===== src/sv/ted_pkg.sv =====
// shared types and constants for the text encoding detector
`timescale 1ns / 1ps

package ted_pkg;

    // encoding class codes
    typedef enum logic [3:0] {
        ENC_ASCII     = 4'd0,
        ENC_BINARY    = 4'd1,
        ENC_U16LE     = 4'd2,
        ENC_U16LE_BOM = 4'd3,
        ENC_U16BE     = 4'd4,
        ENC_U16BE_BOM = 4'd5,
        ENC_U32LE     = 4'd6,
        ENC_U32BE     = 4'd7,
        ENC_UTF8      = 4'd8,
        ENC_UTF8_BOM  = 4'd9
    } t_enc;

    // configuration register indexes
    localparam logic CFG_BYTE_COUNT  = 1'b0;
    localparam logic CFG_PREFER_UTF8 = 1'b1;

    localparam int CFG_DATA_W = 32;

    // byte order marks as seen in the first bytes, byte k in bits 8k+7..8k
    localparam logic [31:0] BOM_U32LE  = 32'h0000_FEFF;
    localparam logic [31:0] BOM_U32BE  = 32'hFFFE_0000;
    localparam logic [15:0] BOM_U16LE  = 16'hFEFF;
    localparam logic [15:0] BOM_U16BE  = 16'hFFFE;
    localparam logic [15:0] BOM_UTF8_LO = 16'hBBEF;
    localparam logic [7:0]  BOM_UTF8_HI = 8'hBF;

    // utf-8 lead byte limits
    localparam logic [7:0] UTF8_LEAD2_MAX_BAD = 8'hC1;
    localparam logic [7:0] UTF8_LEAD4_LIMIT   = 8'hF5;

    // null threshold divisor: nulls > floor(count / 50) <=> 50 * nulls > count
    localparam int NULL_WEIGHT = 50;

    // what the verdict stage needs from the last byte of a buffer
    typedef struct packed {
        logic [31:0] head_bytes;
        logic        n_lt2;
        logic        n_lt3;
        logic        n_ge4;
        logic        saw_zero_word;
        logic        verdict_valid;
        t_enc        verdict;
        logic        saw_non_ascii;
        logic        pend_zero;
    } t_final;

endpackage


===== src/sv/ted_stream.sv =====
// per-buffer stream state: head bytes, zero words, null count and utf-8 scan
`timescale 1ns / 1ps

module ted_stream import ted_pkg::*; #(
    parameter int COUNT_WIDTH = 32
) (
    input  logic                  i_clk,
    input  logic                  i_rst_n,
    input  logic                  i_en,
    input  logic [7:0]            i_data_byte,
    input  logic                  i_last,
    input  logic [CFG_DATA_W-1:0] i_byte_count,
    output t_final                o_final
);

    localparam int XW    = COUNT_WIDTH + 6;
    localparam int CMP_W = (XW > CFG_DATA_W) ? XW : CFG_DATA_W;
    localparam logic [COUNT_WIDTH-1:0] CNT_MAX = {COUNT_WIDTH{1'b1}};

    logic [COUNT_WIDTH-1:0] r_pos,  n_pos;
    logic [31:0]            r_head, n_head;
    logic                   r_waz,  n_waz;
    logic                   r_szw,  n_szw;
    logic [COUNT_WIDTH-1:0] r_null, n_null;
    logic [XW-1:0]          r_x50,  n_x50;
    logic                   r_sna,  n_sna;
    logic [1:0]             r_pend, n_pend;
    logic                   r_vv,   n_vv;
    t_enc                   r_v,    n_v;

    // head capture, aligned zero words and position
    always_comb begin
        n_head = r_head;
        if (r_pos < COUNT_WIDTH'(4)) begin
            n_head = r_head | ({24'd0, i_data_byte} << {r_pos[1:0], 3'b000});
        end
        n_waz = r_waz & (i_data_byte == 8'd0);
        n_szw = r_szw;
        if (r_pos[1:0] == 2'b11) begin
            if (n_waz) begin
                n_szw = 1'b1;
            end
            n_waz = 1'b1;
        end
        n_pos = (r_pos != CNT_MAX) ? r_pos + COUNT_WIDTH'(1) : r_pos;
    end

    // null count and utf-8 scan, latched on first verdict
    always_comb begin
        n_vv   = r_vv;
        n_v    = r_v;
        n_pend = r_pend;
        n_sna  = r_sna;
        n_null = r_null;
        n_x50  = r_x50;
        if (!r_vv) begin
            if (!i_data_byte[7]) begin
                if (i_data_byte == 8'd0) begin
                    if (r_null != CNT_MAX) begin
                        n_null = r_null + COUNT_WIDTH'(1);
                        n_x50  = r_x50 + XW'(NULL_WEIGHT);
                    end
                    if (CMP_W'(n_x50) > CMP_W'(i_byte_count)) begin
                        n_vv = 1'b1;
                        n_v  = r_pos[0] ? ENC_U16LE : ENC_U16BE;
                    end else begin
                        n_pend = 2'd0;
                    end
                end else if (r_pend != 2'd0) begin
                    n_vv = 1'b1;
                    n_v  = ENC_ASCII;
                end
            end else begin
                n_sna = 1'b1;
                if (!i_data_byte[6]) begin
                    if (r_pend == 2'd0) begin
                        n_vv = 1'b1;
                        n_v  = ENC_ASCII;
                    end else begin
                        n_pend = r_pend - 2'd1;
                    end
                end else if (r_pend != 2'd0) begin
                    n_vv = 1'b1;
                    n_v  = ENC_ASCII;
                end else if (!i_data_byte[5]) begin
                    if (i_data_byte <= UTF8_LEAD2_MAX_BAD) begin
                        n_vv = 1'b1;
                        n_v  = ENC_ASCII;
                    end else begin
                        n_pend = 2'd1;
                    end
                end else if (!i_data_byte[4]) begin
                    n_pend = 2'd2;
                end else if (!i_data_byte[3]) begin
                    if (i_data_byte >= UTF8_LEAD4_LIMIT) begin
                        n_vv = 1'b1;
                        n_v  = ENC_ASCII;
                    end else begin
                        n_pend = 2'd3;
                    end
                end else begin
                    n_vv = 1'b1;
                    n_v  = ENC_ASCII;
                end
            end
        end
    end

    // summary of the buffer as of this byte
    always_comb begin
        o_final.head_bytes    = n_head;
        o_final.n_lt2         = n_pos < COUNT_WIDTH'(2);
        o_final.n_lt3         = n_pos < COUNT_WIDTH'(3);
        o_final.n_ge4         = n_pos >= COUNT_WIDTH'(4);
        o_final.saw_zero_word = n_szw;
        o_final.verdict_valid = n_vv;
        o_final.verdict       = n_v;
        o_final.saw_non_ascii = n_sna;
        o_final.pend_zero     = (n_pend == 2'd0);
    end

    // state registers, cleared after the last byte of a buffer
    always_ff @(posedge i_clk) begin
        if (!i_rst_n || (i_en && i_last)) begin
            r_pos  <= '0;
            r_head <= '0;
            r_waz  <= 1'b1;
            r_szw  <= 1'b0;
            r_null <= '0;
            r_x50  <= '0;
            r_sna  <= 1'b0;
            r_pend <= 2'd0;
            r_vv   <= 1'b0;
            r_v    <= ENC_ASCII;
        end else if (i_en) begin
            r_pos  <= n_pos;
            r_head <= n_head;
            r_waz  <= n_waz;
            r_szw  <= n_szw;
            r_null <= n_null;
            r_x50  <= n_x50;
            r_sna  <= n_sna;
            r_pend <= n_pend;
            r_vv   <= n_vv;
            r_v    <= n_v;
        end
    end

endmodule


===== src/sv/ted_verdict.sv =====
// priority selection of the encoding class at the end of a buffer
`timescale 1ns / 1ps

module ted_verdict import ted_pkg::*; (
    input  t_final i_final,
    input  logic   i_prefer_utf8,
    output t_enc   o_encoding
);

    logic [15:0] w_low16;

    assign w_low16 = i_final.head_bytes[15:0];

    // <2 bytes, binary, boms, <3 bytes, utf-8 bom, then the scan
    always_comb begin
        if (i_final.n_lt2) begin
            o_encoding = ENC_ASCII;
        end else if (i_final.saw_zero_word) begin
            o_encoding = ENC_BINARY;
        end else if (i_final.n_ge4 && i_final.head_bytes == BOM_U32LE) begin
            o_encoding = ENC_U32LE;
        end else if (i_final.n_ge4 && i_final.head_bytes == BOM_U32BE) begin
            o_encoding = ENC_U32BE;
        end else if (w_low16 == BOM_U16LE) begin
            o_encoding = ENC_U16LE_BOM;
        end else if (w_low16 == BOM_U16BE) begin
            o_encoding = ENC_U16BE_BOM;
        end else if (i_final.n_lt3) begin
            o_encoding = ENC_ASCII;
        end else if (w_low16 == BOM_UTF8_LO && i_final.head_bytes[23:16] == BOM_UTF8_HI) begin
            o_encoding = ENC_UTF8_BOM;
        end else if (i_final.verdict_valid) begin
            o_encoding = i_final.verdict;
        end else if (i_final.saw_non_ascii && i_final.pend_zero) begin
            o_encoding = ENC_UTF8;
        end else if (!i_final.saw_non_ascii && i_prefer_utf8) begin
            o_encoding = ENC_UTF8;
        end else begin
            o_encoding = ENC_ASCII;
        end
    end

endmodule


===== src/sv/text_encoding_detector_unit.sv =====
// top level: input register, stream state, verdict and result register
// a result follows the last byte through the input register and the result register
// throughput: one byte per cycle while no last byte waits on a stalled result
// a stalled result holds in the output register; other bytes keep flowing, a last byte waits
// reset: synchronous, active low; clears stream state, byte_count to 1,
// prefer_utf8 to 0
`timescale 1ns / 1ps

module text_encoding_detector_unit import ted_pkg::*; #(
    parameter int COUNT_WIDTH = 32
) (
    input  logic                  i_clk,
    input  logic                  i_rst_n,
    input  logic                  i_valid,
    output logic                  o_stall,
    input  logic [7:0]            i_data_byte,
    input  logic                  i_last,
    output logic                  o_valid,
    input  logic                  i_stall,
    output logic [3:0]            o_encoding,
    input  logic                  i_cfg_we,
    input  logic                  i_cfg_index,
    input  logic [CFG_DATA_W-1:0] i_cfg_data
);

    logic [CFG_DATA_W-1:0] r_byte_count;
    logic                  r_prefer_utf8;
    logic                  r_in_valid;
    logic [7:0]            r_in_byte;
    logic                  r_in_last;
    logic                  r_out_valid;
    t_enc                  r_out_enc;
    logic                  w_adv;
    logic                  w_en;
    t_final                w_final;
    t_enc                  w_enc;

    // configuration registers
    always_ff @(posedge i_clk) begin
        if (!i_rst_n) begin
            r_byte_count  <= CFG_DATA_W'(1);
            r_prefer_utf8 <= 1'b0;
        end else if (i_cfg_we) begin
            case (i_cfg_index)
                CFG_BYTE_COUNT:  r_byte_count  <= i_cfg_data;
                CFG_PREFER_UTF8: r_prefer_utf8 <= i_cfg_data[0];
                default: ;
            endcase
        end
    end

    // result register free or being taken; only a last byte needs it
    assign w_adv   = !r_out_valid || !i_stall;
    assign w_en    = r_in_valid && (w_adv || !r_in_last);
    assign o_stall = r_in_valid && r_in_last && !w_adv;

    // input register
    always_ff @(posedge i_clk) begin
        if (!i_rst_n) begin
            r_in_valid <= 1'b0;
        end else if (!o_stall) begin
            r_in_valid <= i_valid;
        end
    end

    always_ff @(posedge i_clk) begin
        if (i_valid && !o_stall) begin
            r_in_byte <= i_data_byte;
            r_in_last <= i_last;
        end
    end

    ted_stream #(
        .COUNT_WIDTH (COUNT_WIDTH)
    ) u_stream (
        .i_clk        (i_clk),
        .i_rst_n      (i_rst_n),
        .i_en         (w_en),
        .i_data_byte  (r_in_byte),
        .i_last       (r_in_last),
        .i_byte_count (r_byte_count),
        .o_final      (w_final)
    );

    ted_verdict u_verdict (
        .i_final       (w_final),
        .i_prefer_utf8 (r_prefer_utf8),
        .o_encoding    (w_enc)
    );

    // result register, loaded on the last byte of a buffer
    always_ff @(posedge i_clk) begin
        if (!i_rst_n) begin
            r_out_valid <= 1'b0;
        end else if (w_adv) begin
            r_out_valid <= w_en && r_in_last;
        end
    end

    always_ff @(posedge i_clk) begin
        if (w_en && r_in_last) begin
            r_out_enc <= w_enc;
        end
    end

    assign o_valid    = r_out_valid;
    assign o_encoding = r_out_enc;

    // stall toward the source only while an item waits in the input register
    a_stall_has_item: assert property (@(posedge i_clk) disable iff (!i_rst_n)
        o_stall |-> r_in_valid)
        else $error("input stall without a held item");

    // a processed last byte always yields a result next cycle
    a_last_gives_result: assert property (@(posedge i_clk) disable iff (!i_rst_n)
        (w_en && r_in_last) |=> o_valid)
        else $error("last byte processed but no result");

    // a non-last byte never produces a result on its own
    a_no_spurious_result: assert property (@(posedge i_clk) disable iff (!i_rst_n)
        (w_adv && !(w_en && r_in_last)) |=> !o_valid)
        else $error("result without a last byte");

    // result codes stay within the defined classes
    a_enc_range: assert property (@(posedge i_clk) disable iff (!i_rst_n)
        o_valid |-> (o_encoding <= ENC_UTF8_BOM))
        else $error("encoding out of range");

endmodule


===== config.mk =====
export PLATFORM = sky130hd
export DESIGN_NAME = text_encoding_detector_unit
export DESIGN_NICKNAME = d
export VERILOG_FILES = /design/src/sv/ted_pkg.sv /design/src/sv/ted_stream.sv /design/src/sv/ted_verdict.sv /design/src/sv/text_encoding_detector_unit.sv
export SDC_FILE = /design/constraint.sdc
export NUM_CORES = 1
export LEC_CHECK = 0
export ABC_AREA = 1
export BUFFER_PORTS_ARGS = -buffer_cell sky130_fd_sc_hd__buf_2
export CAP_MARGIN = 0
export CORE_MARGIN = 3
export CORE_UTILIZATION = 45
export CTS_BUF_LIST = sky130_fd_sc_hd__clkbuf_16
export DETAILED_ROUTE_END_ITERATION = 8
export PLACE_DENSITY = 0.59
export SLEW_MARGIN = 20
export SYNTH_ARGS = -nofsm -noshare
export SYNTH_HDL_FRONTEND = slang
export SYNTH_SLANG_ARGS = --single-unit

===== constraint.sdc =====
create_clock -name i_clk -period 8.4 [get_ports i_clk]
set_clock_uncertainty 0.05 [all_clocks]
set_input_delay 1.68 -clock i_clk [delete_from_list [all_inputs] [get_ports i_clk]]
set_output_delay 1.68 -clock i_clk [all_outputs]
set_load 0.005 [all_outputs]

=== Yosys cells after proc, flatten, opt, wreduce, memory -nomap -nowiden ===
Index checks and enable logic that the tools add are counted.

* Shift-type cells: 1
* Muxes and demuxes: 60
* Bitwise gates (word level): 5
* $add $sub $neg: 4
* Magnitude comparators: 7
* Reductions and logical operators: 30
* Eq/ne operators: 9

{| class="wikitable"
|+ Operator list
! operator !! count
|-
| 2-to-1 mux 38 bit || 4
|-
| 2-to-1 mux 4 bit || 17
|-
| adder 32 x 1 -> 32 bit (second input constant) || 2
|-
| < comparator 32 x 2 -> 1 bit (second input constant) || 2
|-
| 2-to-1 mux 32 bit || 2
|-
| inequality test 32 bit (second input constant) || 2
|-
| == test 16 bit (second input constant) || 3
|-
| adder 38 x 6 -> 38 bit (second input constant) || 1
|-
| > comparator 38 x 32 -> 1 bit || 1
|-
| == test 32 x 16 -> 1 bit (second input constant) || 1
|-
| == test 32 bit (second input constant) || 1
|-
| >= comparator 32 x 3 -> 1 bit (second input constant) || 1
|-
| < comparator 32 x 3 -> 1 bit (second input constant) || 1
|-
| OR 32 bit || 1
|-
| << shifter 8 x 5 -> 32 bit || 1
|-
| 2-to-1 mux 2 bit || 12
|-
| 2-to-1 mux 1 bit || 19
|-
| 2-to-1 mux 3 bit || 6
|-
| logical AND 1 bit || 10
|-
| == test 8 bit (second input constant) || 1
|-
| >= comparator 8 bit (second input constant) || 1
|-
| <= comparator 8 bit (second input constant) || 1
|-
| logical NOT 8 bit || 1
|-
| logical NOT 1 bit || 7
|-
| other kinds (12) || 18
|}

* Word-level logic and storage cells: 135
* Bits of input ports: 47
* Register bits: 192
* Output and inout port bits: 6

=== Longest topological paths before layout ===
Gate-level depths: netlist of the first run.

* Word-level depth: 21
* Gate-level depth with buffers: 34
* Mapped depth without buffers: 32

=== By module ===
A second synthesis of the first run with hierarchy kept.

* Cell total of the unflattened synthesis: 1780
* Area, all modules: 11797.6 µm²

{| class="wikitable"
|+ Modules (own cells, without submodules)
! module !! cells an instance !! area an instance (µm²) !! times used !! sequential area each (µm²)
|-
| ted_stream || 1461 || 9401.5 || 1 || 2862.7
|-
| text_encoding_detector_unit || 210 || 1901.8 || 1 || 1091.0
|-
| ted_verdict || 109 || 494.2 || 1 || 0.0
|}

=== Worst setup path after synthesis of the first run ===
Ideal clock, no wire load.

* Kind: input port to output port
* From: in i_stall
* To: out o_stall
* Arrival: 1.939 ns
* Data required time: 6.670 ns
* Buffers on the path: 0
* Cell stages on the path: 4
* Slack: 4.731 ns
* Cells stage by stage: nand2_1 -> inv_1 -> nand3_1 -> inv_1

* Cells in the longest elaborated chain, start to end: 4

{| class="wikitable"
|+ Ends and longest elaborated chain
! element !! RTL line !! text
|-
| from (decl) || text_encoding_detector_unit.sv:19 || <nowiki>input logic i_stall,</nowiki>
|-
| logical NOT 1 bit || text_encoding_detector_unit.sv:53 || <nowiki>assign w_adv = !r_out_valid || !i_stall;</nowiki>
|-
| logical OR 1 bit || text_encoding_detector_unit.sv:53 ||
|-
| logical NOT 1 bit || text_encoding_detector_unit.sv:55 || <nowiki>assign o_stall = r_in_valid && r_in_last && !w_adv;</nowiki>
|-
| logical AND 1 bit || text_encoding_detector_unit.sv:55 ||
|-
| to (decl) || text_encoding_detector_unit.sv:15 || <nowiki>output logic o_stall,</nowiki>
|}

Every way passes these cells.

=== Worst setup path after layout of the first run ===
* From: reg u_stream.r_null[0]
* To: reg r_out_enc[2], in the netlist o_encoding[2], data pin

* Cells in the longest elaborated chain, start to end: 20
* Elaborated cells on any way between the ends: 28
* Classes of those cells: 1 x order compare; 1 x eq/ne; 24 x mux; 2 x reduce/logical

{| class="wikitable"
|+ Ends and longest elaborated chain
! element !! RTL line !! text
|-
| from (decl) || ted_stream.sv:24 || <nowiki>logic [COUNT_WIDTH-1:0] r_null, n_null;</nowiki>
|-
| from (signal assigned) || ted_stream.sv:140 || <nowiki>r_null <= n_null;</nowiki>
|-
| inequality test 32 bit * || ted_stream.sv:59 || <nowiki>if (r_null != CNT_MAX) begin</nowiki>
|-
| 2-to-1 mux 38 bit * || ted_stream.sv:59 ||
|-
| 2-to-1 mux 38 bit * || ted_stream.sv:58 || <nowiki>if (i_data_byte == 8'd0) begin</nowiki>
|-
| 2-to-1 mux 38 bit * || ted_stream.sv:57 || <nowiki>if (!i_data_byte[7]) begin</nowiki>
|-
| 2-to-1 mux 38 bit * || ted_stream.sv:56 || <nowiki>if (!r_vv) begin</nowiki>
|-
| > comparator 38 x 32 -> 1 bit * || ted_stream.sv:63 || <nowiki>if (CMP_W'(n_x50) > CMP_W'(i_byte_count)) begin</nowiki>
|-
| 2-to-1 mux 2 bit || ted_stream.sv:63 ||
|-
| 2-to-1 mux 2 bit || ted_stream.sv:58 ||
|-
| [... 4 more ...] || - ||
|-
| 2-to-1 mux 4 bit || ted_verdict.sv:34 || <nowiki>end else if (i_final.saw_non_ascii && i_final.pend_zero) begin</nowiki>
|-
| 2-to-1 mux 4 bit * || ted_verdict.sv:32 || <nowiki>end else if (i_final.verdict_valid) begin</nowiki>
|-
| 2-to-1 mux 4 bit * || ted_verdict.sv:30 || <nowiki>end else if (w_low16 == BOM_UTF8_LO && i_final.head_bytes[23:16] == BOM_UTF8_HI) begin</nowiki>
|-
| 2-to-1 mux 3 bit * || ted_verdict.sv:28 || <nowiki>end else if (i_final.n_lt3) begin</nowiki>
|-
| 2-to-1 mux 3 bit * || ted_verdict.sv:26 || <nowiki>end else if (w_low16 == BOM_U16BE) begin</nowiki>
|-
| 2-to-1 mux 3 bit * || ted_verdict.sv:24 || <nowiki>end else if (w_low16 == BOM_U16LE) begin</nowiki>
|-
| 2-to-1 mux 3 bit * || ted_verdict.sv:22 || <nowiki>end else if (i_final.n_ge4 && i_final.head_bytes == BOM_U32BE) begin</nowiki>
|-
| 2-to-1 mux 3 bit * || ted_verdict.sv:20 || <nowiki>end else if (i_final.n_ge4 && i_final.head_bytes == BOM_U32LE) begin</nowiki>
|-
| to (signal assigned) || text_encoding_detector_unit.sv:102 || <nowiki>r_out_enc <= w_enc;</nowiki>
|-
| to (decl) || text_encoding_detector_unit.sv:32 || <nowiki>t_enc r_out_enc;</nowiki>
|}

Every way passes the cells marked *; elsewhere a longest branch is shown, timed or not. The select of a mux whose other input is x is not followed.
A chain may end at the register's enable or synchronous reset.

==> metrics.log, run 1 <==
INFO  metric run_status = finished, final reports clean
INFO  metric clock-sinks = 191
INFO  metric kind_of_end_point_of_the_critical_path = flop
INFO  metric post-place-ws = 3.78 ns
INFO  metric ys_seq_elements = 191
INFO  metric grt_pass1_vias = 9986
INFO  metric synthesis.area_per_instance = 6.68 um2
INFO  metric timing.fmax = 223 MHz
INFO  metric cts.reportedPaths.clkPinSlew = 0.08 ns
INFO  metric detailedRoute.firstPassIterationCount = 5
INFO  metric initial_utilization = 46.0%
INFO  metric register_to_register_path_depth = 26
INFO  metric cap_viol_max_count = 0
INFO  metric critical_path.max_fanout = 23
INFO  metric wire_per_inst = 14.1 um
INFO  metric layout-drive-gt1-share = 7.90%
INFO  metric detailroute.via_count = 10500
INFO  metric h-tree-depth = 4
INFO  metric global_route.usage.total = 22.2%
INFO  metric netlist-cell-type-count = 52
INFO  metric critPathArrivalTime = 4.72 ns
INFO  metric yosys_most_used_dff = dfxtp_1
INFO  metric cts_tree = done
INFO  metric buffer_ports.inserted = 52
INFO  metric total_power = 1.92 mW
INFO  metric post_syn_nets = 1764
INFO  metric worst_setup_path_startpoint = u_stream.r_null[0]$_SDFFE_PP0P_
INFO  metric critical_path.reg2reg.endpoint = o_encoding[2]$_SDFFCE_PP0P_
INFO  metric drt_drc_violations_left = 0
INFO  metric cts_max_path_buffers = 2
INFO  metric final_antenna_net_count = 0
INFO  metric rows = 57
INFO  metric timing.setup.tns = 0 ns
INFO  metric r2r_setup_slack = 3.92 ns
INFO  metric postCtsHoldBufs = 0
INFO  metric synth.cell_area = 0.0112 mm2
INFO  metric antenna_found_initial = 0
INFO  metric gp_routability_congestion = 0.931
INFO  metric startpoint_type = flop
INFO  metric worstSetupEndpoint = o_encoding[2]$_SDFFCE_PP0P_
INFO  metric max_slew_headroom_at_the_worst_pin = 43.2%
INFO  metric timing.hold.worst.class = reg2reg
INFO  metric r2r_start = u_stream.r_null[0]$_SDFFE_PP0P_
INFO  metric die_x = 164 um
INFO  metric iteration_0_drc_markers = 717
INFO  metric ys_warn_count = 0
INFO  metric final.period_utilization = 53.3%
INFO  metric flow.area_growth_from_synthesis = 9.28%
INFO  metric async_reset_ff_share = 0%
INFO  metric dieHeight = 164 um
INFO  metric num_antenna_cells = 0
INFO  metric grt_first_pass_wirelength = 49.0 mm
INFO  metric cts_resized = 0
INFO  metric worst_slack = 3.92 ns
INFO  metric syn_inst = 1683
INFO  metric route.detailed.vias_per_inst = 5.15
INFO  metric floorplan.die_area = 0.0269 mm2
INFO  metric p_per_area = 156 mW/mm2
INFO  metric worst_skew_pair.late_latency = 0.44 ns
INFO  metric setup.worst_path.class = reg2reg
INFO  metric timing_worst_slew_pin_value = 0.851 ns
INFO  metric root_buffer_cell = clkbuf_16
INFO  metric post_cts.repair.setup_buffers = 0
INFO  metric report.final.slew_viol_count = 0
INFO  metric synth_sequential_area_ratio = 35.2%
INFO  metric wl = 28.9 mm
INFO  metric utilization = 50.2%
INFO  metric num_io_pins = 53
INFO  metric min_period = 4.48 ns
INFO  metric core_area = 0.0245 mm2
INFO  metric rsz0062_at_grt = no
INFO  metric synth_enable_flop_cells = 13
INFO  metric largest_net_degree_at_the_start_of_global_routing = 71
INFO  metric timing.final.hold_violations = 0
INFO  metric cp_data_required_time = 8.64 ns
INFO  metric grt_overflow = 0
INFO  metric report.final.setup_viol = 0
INFO  metric leakage = 5.33 nW
INFO  metric detailedPlacementHpwl = 21.2 mm
INFO  metric cts_inserted_buffers = 17
INFO  metric final_nets = 1789
INFO  metric max-vdd-ir-drop = 0.000125 V
worst min path at each step:
stage                                          start                                to  slack, ns  cells past startpoint
floorplan            u_stream.r_head[5]$_SDFFE_PP0P_   u_stream.r_head[5]$_SDFFE_PP0P_       0.38                      2
global placement    u_stream.r_head[21]$_SDFFE_PP0P_  u_stream.r_head[21]$_SDFFE_PP0P_       0.39                      2
detailed placement  u_stream.r_head[21]$_SDFFE_PP0P_  u_stream.r_head[21]$_SDFFE_PP0P_       0.39                      2
CTS                 u_stream.r_head[23]$_SDFFE_PP0P_  u_stream.r_head[23]$_SDFFE_PP0P_       0.41                      2
global route         u_stream.r_head[3]$_SDFFE_PP0P_   u_stream.r_head[3]$_SDFFE_PP0P_       0.42                      2
finish               u_stream.r_head[3]$_SDFFE_PP0P_   u_stream.r_head[3]$_SDFFE_PP0P_       0.40                      2
final cells by class:
cell class / instances / area [um2]
Timing Repair Buffer: 60 / 320
Fill cell: 2570 / 12200
Clock buffer: 17 / 425
Tap cell: 324 / 405
Multi-Input combinational cell: 1173 / 6070
Clock inverter: 15 / 118
Inverter: 265 / 1000
Sequential cell: 191 / 3950
metal layers:
metal  vias to the layer above  wire [um]  GRT usage [%]
met5                         -          0              0
met3                        36       1150           3.71
met2                       195      12700           35.4
met4                         0        463           5.50
met1                      4786      14600           31.4
li1                       5515          -              -
critical path: stages (launching register included):
cell     delay (ns)
dfxtp_1        0.31
ha_1           0.20
nand2_1        0.12
nor2_1         0.08
nand2_1        0.11
nor2_4         0.05
nand3_2        0.38
nand2_1        0.21
nor2_1         0.21
or3b_2         0.48
xor2_1         0.19
inv_1          0.06
ha_1           0.29
nand2_1        0.07
nor4_1         0.41
nand2_1        0.10
nand2_1        0.07
nand2_1        0.05
nand2_1        0.05
nand2_1        0.10
nand3_1        0.16
nand2_1        0.09
nand3_1        0.09
nand2_1        0.07
o21ai_1        0.14
nand2_1        0.06
a21oi_1        0.12
synth_stat cells, types with 3 or more instances:
library cell | n | area share, %
o211ai_1 | 11 | 0.73
o21ai_1 | 5 | 0.22
o211a_1 | 4 | 0.36
inv_1 | 256 | 8.5
inv_2 | 5 | 0.17
xnor2_1 | 8 | 0.62
nand2_2 | 6 | 0.33
nand3_2 | 6 | 0.53
nor2_2 | 6 | 0.33
o21ai_0 | 134 | 6.0
nor4_1 | 4 | 0.22
nor2_1 | 206 | 6.9
a31oi_1 | 13 | 0.72
nor3b_1 | 4 | 0.27
dfxtp_1 | 178 | 32
nand3_1 | 91 | 4.0
a21oi_1 | 131 | 5.8
edfxtp_1 | 13 | 3.5
nor3_1 | 32 | 1.4
and2_1 | 3 | 0.17
o31ai_1 | 3 | 0.20
o21bai_1 | 15 | 1.0
o21a_1 | 4 | 0.27
ha_1 | 34 | 3.8
buf_2 | 4 | 0.18
a211oi_1 | 23 | 1.5
buf_6 | 3 | 0.30
nand3b_1 | 4 | 0.27
nor2_4 | 3 | 0.30
clkbuf_1 | 47 | 1.6
clkinv_1 | 3 | 0.10
nand4_1 | 32 | 1.8
or2_2 | 3 | 0.17
xor2_1 | 35 | 2.7
nand2_1 | 332 | 11
power breakdown:
part,total (mW),switching [mW],internal (mW)
sequential,0.962,0.0205,0.941
clock,0.780,0.396,0.384
combinational,0.180,0.121,0.0591
sequential cells by signal, summed over array words and instances (netlist names), 2 cells and up:
register,cells
r_byte_count,32
u_stream.r_null,32
u_stream.r_v,4
u_stream.r_head,32
u_stream.r_pos,32
r_in_byte,8
o_encoding,4
u_stream.r_x50,37
u_stream.r_pend,2
logic make-up after synthesis:
family          count (synthesis)  share of synthesized area, %
flops                         191                          35.2
buf+inv                       319                          10.9
compound gates                349                          17.3
simple gates                  746                          29.3
fa+ha+maj                      34                          3.78
xor+xnor                       44                          3.49
per-stage QoR:
| stage | hold WS [ns] | area, um2 | instances |
|---|---|---|---|
| final | 0.405 | 12300 | 2045 |
| after global routing | 0.425 | 12300 | 2045 |
| after CTS | 0.406 | 12300 | 2045 |
| after detailed placement | 0.393 | 11700 | 2013 |
| after global placement | 0.390 | 11700 | 2013 |
| after floorplan | 0.377 | 11200 | 1683 |
placed cells by master, fill, tap and decap left out, drive strengths merged, types with 11 or more instances in the layout:
master / count
o211ai: 11
o21bai: 15
o21ai: 139
nor2: 215
nand2: 339
ha: 34
a211oi: 23
edfxtp: 13
xor2: 36
a31oi: 13
nand3: 97
a21oi: 131
nor3: 35
nand4: 33
clkbuf: 17
inv: 269
buf: 60
dfxtp: 178
Power figures use the tool's default switching activity.
==> inputs of run 2 (changes only) <==
PLACE_DENSITY = 0.62   (was 0.59)
clock period = 3.8 ns   (was 8.4 ns; I/O delays follow)
==> metrics.log, run 2 (synthesized netlist as in run 1, its figures left out) <==
INFO  metric rows = 57
INFO  metric buffer_ports.inserted = 52
INFO  metric timing.hold.worst.class = reg2reg
INFO  metric cap_viol_max_count = 0
INFO  metric leakage = 5.60 nW
INFO  metric run_status = finished, final reports clean
INFO  metric min_period = 3.62 ns
INFO  metric die_x = 164 um
INFO  metric num_io_pins = 53
INFO  metric final.period_utilization = 95.2%
INFO  metric detailroute.via_count = 10900
INFO  metric root_buffer_cell = clkbuf_16
INFO  metric top_library_cells_by_usage_in_the_layout_fill_and_taps_aside = 307 x nand2_1, 255 x inv_1, 190 x nor2_1, 162 x dfxtp_1, 133 x o21ai_0
INFO  metric dieHeight = 164 um
INFO  metric rsz0062_at_grt = yes
INFO  metric cts_max_path_buffers = 2
INFO  metric antenna_found_initial = 0
INFO  metric cp_data_required_time = 4.04 ns
INFO  metric nFillCells = 2446
INFO  metric p_sw_share = 27.9%
INFO  metric layout.cells.most_common = nand2_1
INFO  metric path_common_cell = nand2_1
INFO  metric route.detailed.vias_per_inst = 5.25
INFO  metric iteration_0_drc_markers = 738
INFO  metric clock-sinks = 191
INFO  metric multi_input_comb_area = 0.00646 mm2
INFO  metric grt_first_pass_wirelength = 49.2 mm
INFO  metric grt_overflow = 0
INFO  metric timing.final.hold_violations = 0
INFO  metric timing_worst_slew_pin_value = 1.03 ns
INFO  metric gp_routability_congestion = 0.939
INFO  metric detailedRoute.firstPassIterationCount = 5
INFO  metric wire_per_inst = 14.6 um
INFO  metric clkPwrFrac = 41.5%
INFO  metric final_antenna_net_count = 0
INFO  metric report.final.setup_viol = 0
INFO  metric crit_path_top_delay_cell = dfxtp_4
INFO  metric timing.setup.tns = 0 ns
INFO  metric postCtsHoldBufs = 0
INFO  metric max_slew_headroom_at_the_worst_pin = 30.9%
INFO  metric cts.reportedPaths.clkPinSlew = 0.07 ns
INFO  metric kind_of_end_point_of_the_critical_path = flop
INFO  metric layout-drive-gt1-share = 14.7%
INFO  metric critical_path.max_fanout = 5
INFO  metric critPathArrivalTime = 3.86 ns
INFO  metric flow.area_growth_from_synthesis = 15.6%
INFO  metric drt_drc_violations_left = 0
INFO  metric detailedPlacementHpwl = 21.8 mm
INFO  metric largest_net_degree_at_the_start_of_global_routing = 71
INFO  metric floorplan.die_area = 0.0269 mm2
INFO  metric power_switching = 1.22 mW
INFO  metric sequentialPowerShare = 48.5%
INFO  metric initial_utilization = 46.0%
INFO  metric global_route.usage.total = 22.5%
INFO  metric slowest_delay = 0.37 ns
INFO  metric report.final.slew_viol_count = 0
INFO  metric grt_pass1_vias = 10200
INFO  metric wl = 30.2 mm
INFO  metric timing.fmax = 276 MHz
INFO  metric h-tree-depth = 4
INFO  metric register_area = 0.00398 mm2
INFO  metric power_report.internal_total = 3.16 mW
INFO  metric worstHoldPathCells = 1
INFO  metric cts_inserted_buffers = 17
INFO  metric p_per_area = 337 mW/mm2
INFO  metric max-vdd-ir-drop = 0.000317 V
INFO  metric setup.worst_path.class = reg2reg
INFO  metric instances_no_fill = 2075
INFO  metric register_to_register_path_depth = 32
INFO  metric cts_tree = done
INFO  metric worst_skew_pair.late_latency = 0.44 ns
INFO  metric final_nets = 1819
INFO  metric largest_reg_flops = 37
INFO  metric comb_power_share = 9.9%
INFO  metric fin_worst_hold_slack = 0.397 ns
INFO  metric core_area = 0.0245 mm2
INFO  metric registers.top_by_ff_count = u_stream.r_x50
INFO  metric startpoint_type = flop
INFO  metric placedCellCount = 2032
INFO  metric num_antenna_cells = 0
run 2: changes by cell type in the layout (fill, tap and decap cells not counted), moves of 15 or more:
cell	change
dfxtp_1	-16
nor2_1	-16
buf_4	+25
nand2_2	+19
nand2_1	-23
dfxtp_2	+15
run 2: path summary, 6_finish.rpt:
check | from | to | slack (ns)
setup / recovery | u_stream.r_null[1]$_SDFFE_PP0P_ | o_encoding[3]$_SDFFCE_PP0P_ | 0.18
hold / removal | u_stream.r_null[18]$_SDFFE_PP0P_ | u_stream.r_null[18]$_SDFFE_PP0P_ | 0.40
setup reg to reg | u_stream.r_null[1]$_SDFFE_PP0P_ | o_encoding[3]$_SDFFCE_PP0P_ | 0.18
hold reg to reg | u_stream.r_null[18]$_SDFFE_PP0P_ | u_stream.r_null[18]$_SDFFE_PP0P_ | 0.40
run 2: metal layers:
layer | wire length, um | up-vias | track usage, %
li1 | - | 5586 | -
met1 | 14700 | 5010 | 31.6
met2 | 13500 | 255 | 35.9
met3 | 1540 | 36 | 3.66
met4 | 487 | 0 | 5.88
met5 | 0 | - | 0
run 2: worst max-delay path: cells and delay by family, from the launching register on:
| family | cells | cell delay, ns |
|---|---|---|
| simple gates | 24 | 1.90 |
| compound gates | 2 | 0.28 |
| buf+inv | 3 | 0.26 |
| flops | 1 | 0.37 |
| fa+ha+maj | 2 | 0.43 |
| xor+xnor | 1 | 0.17 |
run 2: metrics by stage:
| step | instance area [um2] | power, mW | utilization (%) | setup WS (ns) |
|---|---|---|---|---|
| 2_1_floorplan | 11200 | 2.44 | - | 0.133 |
| 3_3_place_gp | 11900 | 2.57 | 48.7 | -0.0209 |
| 3_5_place_dp | 11900 | 2.57 | 48.7 | -0.0823 |
| 4_1_cts | 12500 | 4.38 | 51.1 | 0.000792 |
| 5_1_grt | 13000 | 4.55 | 53.1 | -0.169 |
| 6_report | 13000 | 4.38 | 53.1 | 0.182 |
run 2: repair_timing:
item / CTS / global route
setup endpoints to repair: 3 / 10
buffers inserted: 0 / 10
gates cloned: 0 / 1
resized for setup: 6 / 104
pin swaps: 1 / 37
hold endpoints to repair: 0 / 0
run 2: area by class of cell:
type | count | share of cell area (%)
Clock buffer | 17 | 3.27
Clock inverter | 15 | 1.19
Inverter | 265 | 7.69
Multi-Input combinational cell | 1173 | 49.7
Sequential cell | 191 | 30.6
Tap cell | 324 | 3.12
Timing Repair Buffer | 90 | 4.41
run 2: power groups by stage:
| stage | logic, mW | clock network, mW | registers [mW] |
|---|---|---|---|
| after floorplan | 0.290 | 0 | 2.15 |
| after global placement | 0.397 | 0 | 2.17 |
| after detailed placement | 0.403 | 0 | 2.17 |
| after CTS | 0.406 | 1.85 | 2.12 |
| after global routing | 0.493 | 1.93 | 2.13 |
| final | 0.435 | 1.82 | 2.12 |
==> inputs of run 3 (changes only) <==
PLACE_DENSITY = not set   (was 0.62)
==> metrics.log, run 3 (synthesized netlist as in run 1, its figures left out) <==
INFO  metric max-vdd-ir-drop = 0.000227 V
INFO  metric largest_reg_flops = 37
INFO  metric kind_of_end_point_of_the_critical_path = flop
INFO  metric critical_path.reg2reg.endpoint = o_encoding[3]$_SDFFCE_PP0P_
INFO  metric final_nets = 1823
INFO  metric cts.reportedPaths.clkPinSlew = 0.08 ns
INFO  metric timing.fmax = 278 MHz
INFO  metric postCtsHoldBufs = 0
INFO  metric detailedRoute.firstPassIterationCount = 5
INFO  metric cts_inserted_buffers = 17
INFO  metric h-tree-depth = 4
INFO  metric setup.worst_path.class = reg2reg
INFO  metric power_report.internal_total = 3.20 mW
INFO  metric report.final.setup_viol = 0
INFO  metric report.final.slew_viol_count = 0
INFO  metric num_io_pins = 53
INFO  metric rows = 57
INFO  metric timing_worst_slew_pin_value = 0.981 ns
INFO  metric detailedPlacementHpwl = 21.8 mm
INFO  metric path_common_cell = nand2_1
INFO  metric cap_viol_max_count = 0
INFO  metric core_area = 0.0245 mm2
INFO  metric crit_path_top_delay_cell = dfxtp_2
INFO  metric buffer_ports.inserted = 52
INFO  metric critical_path.max_fanout = 5
INFO  metric clkPwrFrac = 42.1%
INFO  metric layout-drive-gt1-share = 14.3%
INFO  metric worst_skew_pair.late_latency = 0.44 ns
INFO  metric wire_per_inst = 14.4 um
INFO  metric wl = 29.9 mm
INFO  metric dieHeight = 164 um
INFO  metric final.period_utilization = 94.6%
INFO  metric register_to_register_path_depth = 30
INFO  metric grt_overflow = 0
INFO  metric timing.hold.worst.class = reg2reg
INFO  metric worstHoldEndpoint = u_stream.r_head[23]$_SDFFE_PP0P_
INFO  metric grt_first_pass_wirelength = 48.7 mm
INFO  metric slowest_delay = 0.36 ns
INFO  metric timing.setup.tns = 0 ns
INFO  metric fin_worst_hold_slack = 0.406 ns
INFO  metric cts_max_path_buffers = 2
INFO  metric cp_data_required_time = 4.05 ns
INFO  metric registers.top_by_ff_count = u_stream.r_x50
INFO  metric cts_tree = done
INFO  metric rsz0062_at_grt = yes
INFO  metric flow.area_growth_from_synthesis = 16.1%
INFO  metric p_sw_share = 27.6%
INFO  metric final_antenna_net_count = 0
INFO  metric comb_power_share = 9.7%
INFO  metric power_switching = 1.22 mW
INFO  metric startpoint_type = flop
INFO  metric critPathArrivalTime = 3.85 ns
INFO  metric route.detailed.vias_per_inst = 5.17
INFO  metric sequentialPowerShare = 48.2%
INFO  metric initial_utilization = 46.0%
INFO  metric die_x = 164 um
INFO  metric layout.cells.most_common = nand2_1
INFO  metric r2r_setup_slack = 0.20 ns
INFO  metric run_status = finished, final reports clean
INFO  metric detailroute.via_count = 10700
INFO  metric min_period = 3.60 ns
INFO  metric clock-sinks = 191
INFO  metric num_antenna_cells = 0
INFO  metric antenna_found_initial = 0
INFO  metric root_buffer_cell = clkbuf_16
INFO  metric floorplan.die_area = 0.0269 mm2
INFO  metric grt_pass1_vias = 9894
INFO  metric largest_net_degree_at_the_start_of_global_routing = 71
INFO  metric max_slew_headroom_at_the_worst_pin = 34.4%
INFO  metric worstHoldPathCells = 2
INFO  metric top_library_cells_by_usage_in_the_layout_fill_and_taps_aside = 309 x nand2_1, 255 x inv_1, 191 x nor2_1, 169 x dfxtp_1, 133 x o21ai_0
INFO  metric r2r_start = u_stream.r_null[0]$_SDFFE_PP0P_
INFO  metric min-delay-start = u_stream.r_head[23]$_SDFFE_PP0P_
INFO  metric leakage = 5.65 nW
INFO  metric gp_routability_congestion = 0.900
INFO  metric timing.final.hold_violations = 0
INFO  metric p_per_area = 338 mW/mm2
INFO  metric iteration_0_drc_markers = 875
INFO  metric drt_drc_violations_left = 0
INFO  metric global_route.usage.total = 22.3%
## run 3: worst max-delay path by stage
stage	cells past startpoint	slack, ns	start	end
after floorplan	27	0.13	u_stream.r_null[0]$_SDFFE_PP0P_	o_encoding[2]$_SDFFCE_PP0P_
after global placement	28	-0.04	u_stream.r_null[5]$_SDFFE_PP0P_	o_encoding[2]$_SDFFCE_PP0P_
after detailed placement	30	-0.10	u_stream.r_null[1]$_SDFFE_PP0P_	o_encoding[2]$_SDFFCE_PP0P_
after CTS	31	0.03	u_stream.r_null[1]$_SDFFE_PP0P_	o_encoding[2]$_SDFFCE_PP0P_
after global routing	31	-0.12	u_stream.r_null[0]$_SDFFE_PP0P_	o_encoding[1]$_SDFFCE_PP0P_
final	30	0.20	u_stream.r_null[0]$_SDFFE_PP0P_	o_encoding[3]$_SDFFCE_PP0P_
## run 3: cell type report
cell class | count | area (um2)
Clock inverter | 14 | 145
Fill cell | 2436 | 11400
Clock buffer | 18 | 450
Multi-Input combinational cell | 1173 | 6480
Timing Repair Buffer | 94 | 608
Tap cell | 324 | 405
Sequential cell | 191 | 3970
Inverter | 265 | 1000
## run 3: timing repair
| item | CTS | global route |
|---|---|---|
| setup endpoints to repair | 4 | 10 |
| cloned | 0 | 1 |
| setup buffers | 0 | 11 |
| pin swaps | 2 | 26 |
| resized for setup | 10 | 92 |
## run 3: power by group through the flow
stage | logic, mW | clock network (mW) | registers (mW)
6_report | 0.430 | 1.86 | 2.13
2_1_floorplan | 0.290 | 0 | 2.15
5_1_grt | 0.492 | 1.98 | 2.13
3_3_place_gp | 0.396 | 0 | 2.17
4_1_cts | 0.403 | 1.90 | 2.12
3_5_place_dp | 0.399 | 0 | 2.17
## run 3: per-layer routing
layer | vias up | wire (um) | share of wire (%) | GRT usage (%)
li1 | 5599 | - | - | -
met1 | 4878 | 15100 | 50 | 32.9
met2 | 232 | 13000 | 44 | 34.3
met3 | 33 | 1290 | 4.3 | 2.93
met4 | 0 | 493 | 1.6 | 5.61
met5 | - | 0 | 0 | 0
## run 3: metrics by stage
stage          setup slack (ns)  utilization (%)  cell area [um2]  total power, mW  std cells
2_1_floorplan             0.133                -            11200             2.44       1683
3_3_place_gp            -0.0446             48.7            11900             2.57       2035
3_5_place_dp             -0.100             48.7            11900             2.57       2035
4_1_cts                  0.0344             51.3            12600             4.43       2067
5_1_grt                  -0.117             53.4            13100             4.60       2079
6_report                  0.205             53.4            13100             4.41       2079
## run 3: critical path: cells and delay by family (launching register included)
family	cells	cell delay (ns)
buffers and inverters	3	0.32
AO/OA/AOI/OAI	3	0.42
AND/OR/NAND/NOR	21	1.72
flip-flops	1	0.36
XOR/XNOR	1	0.21
adder cells (fa/ha/maj)	2	0.38
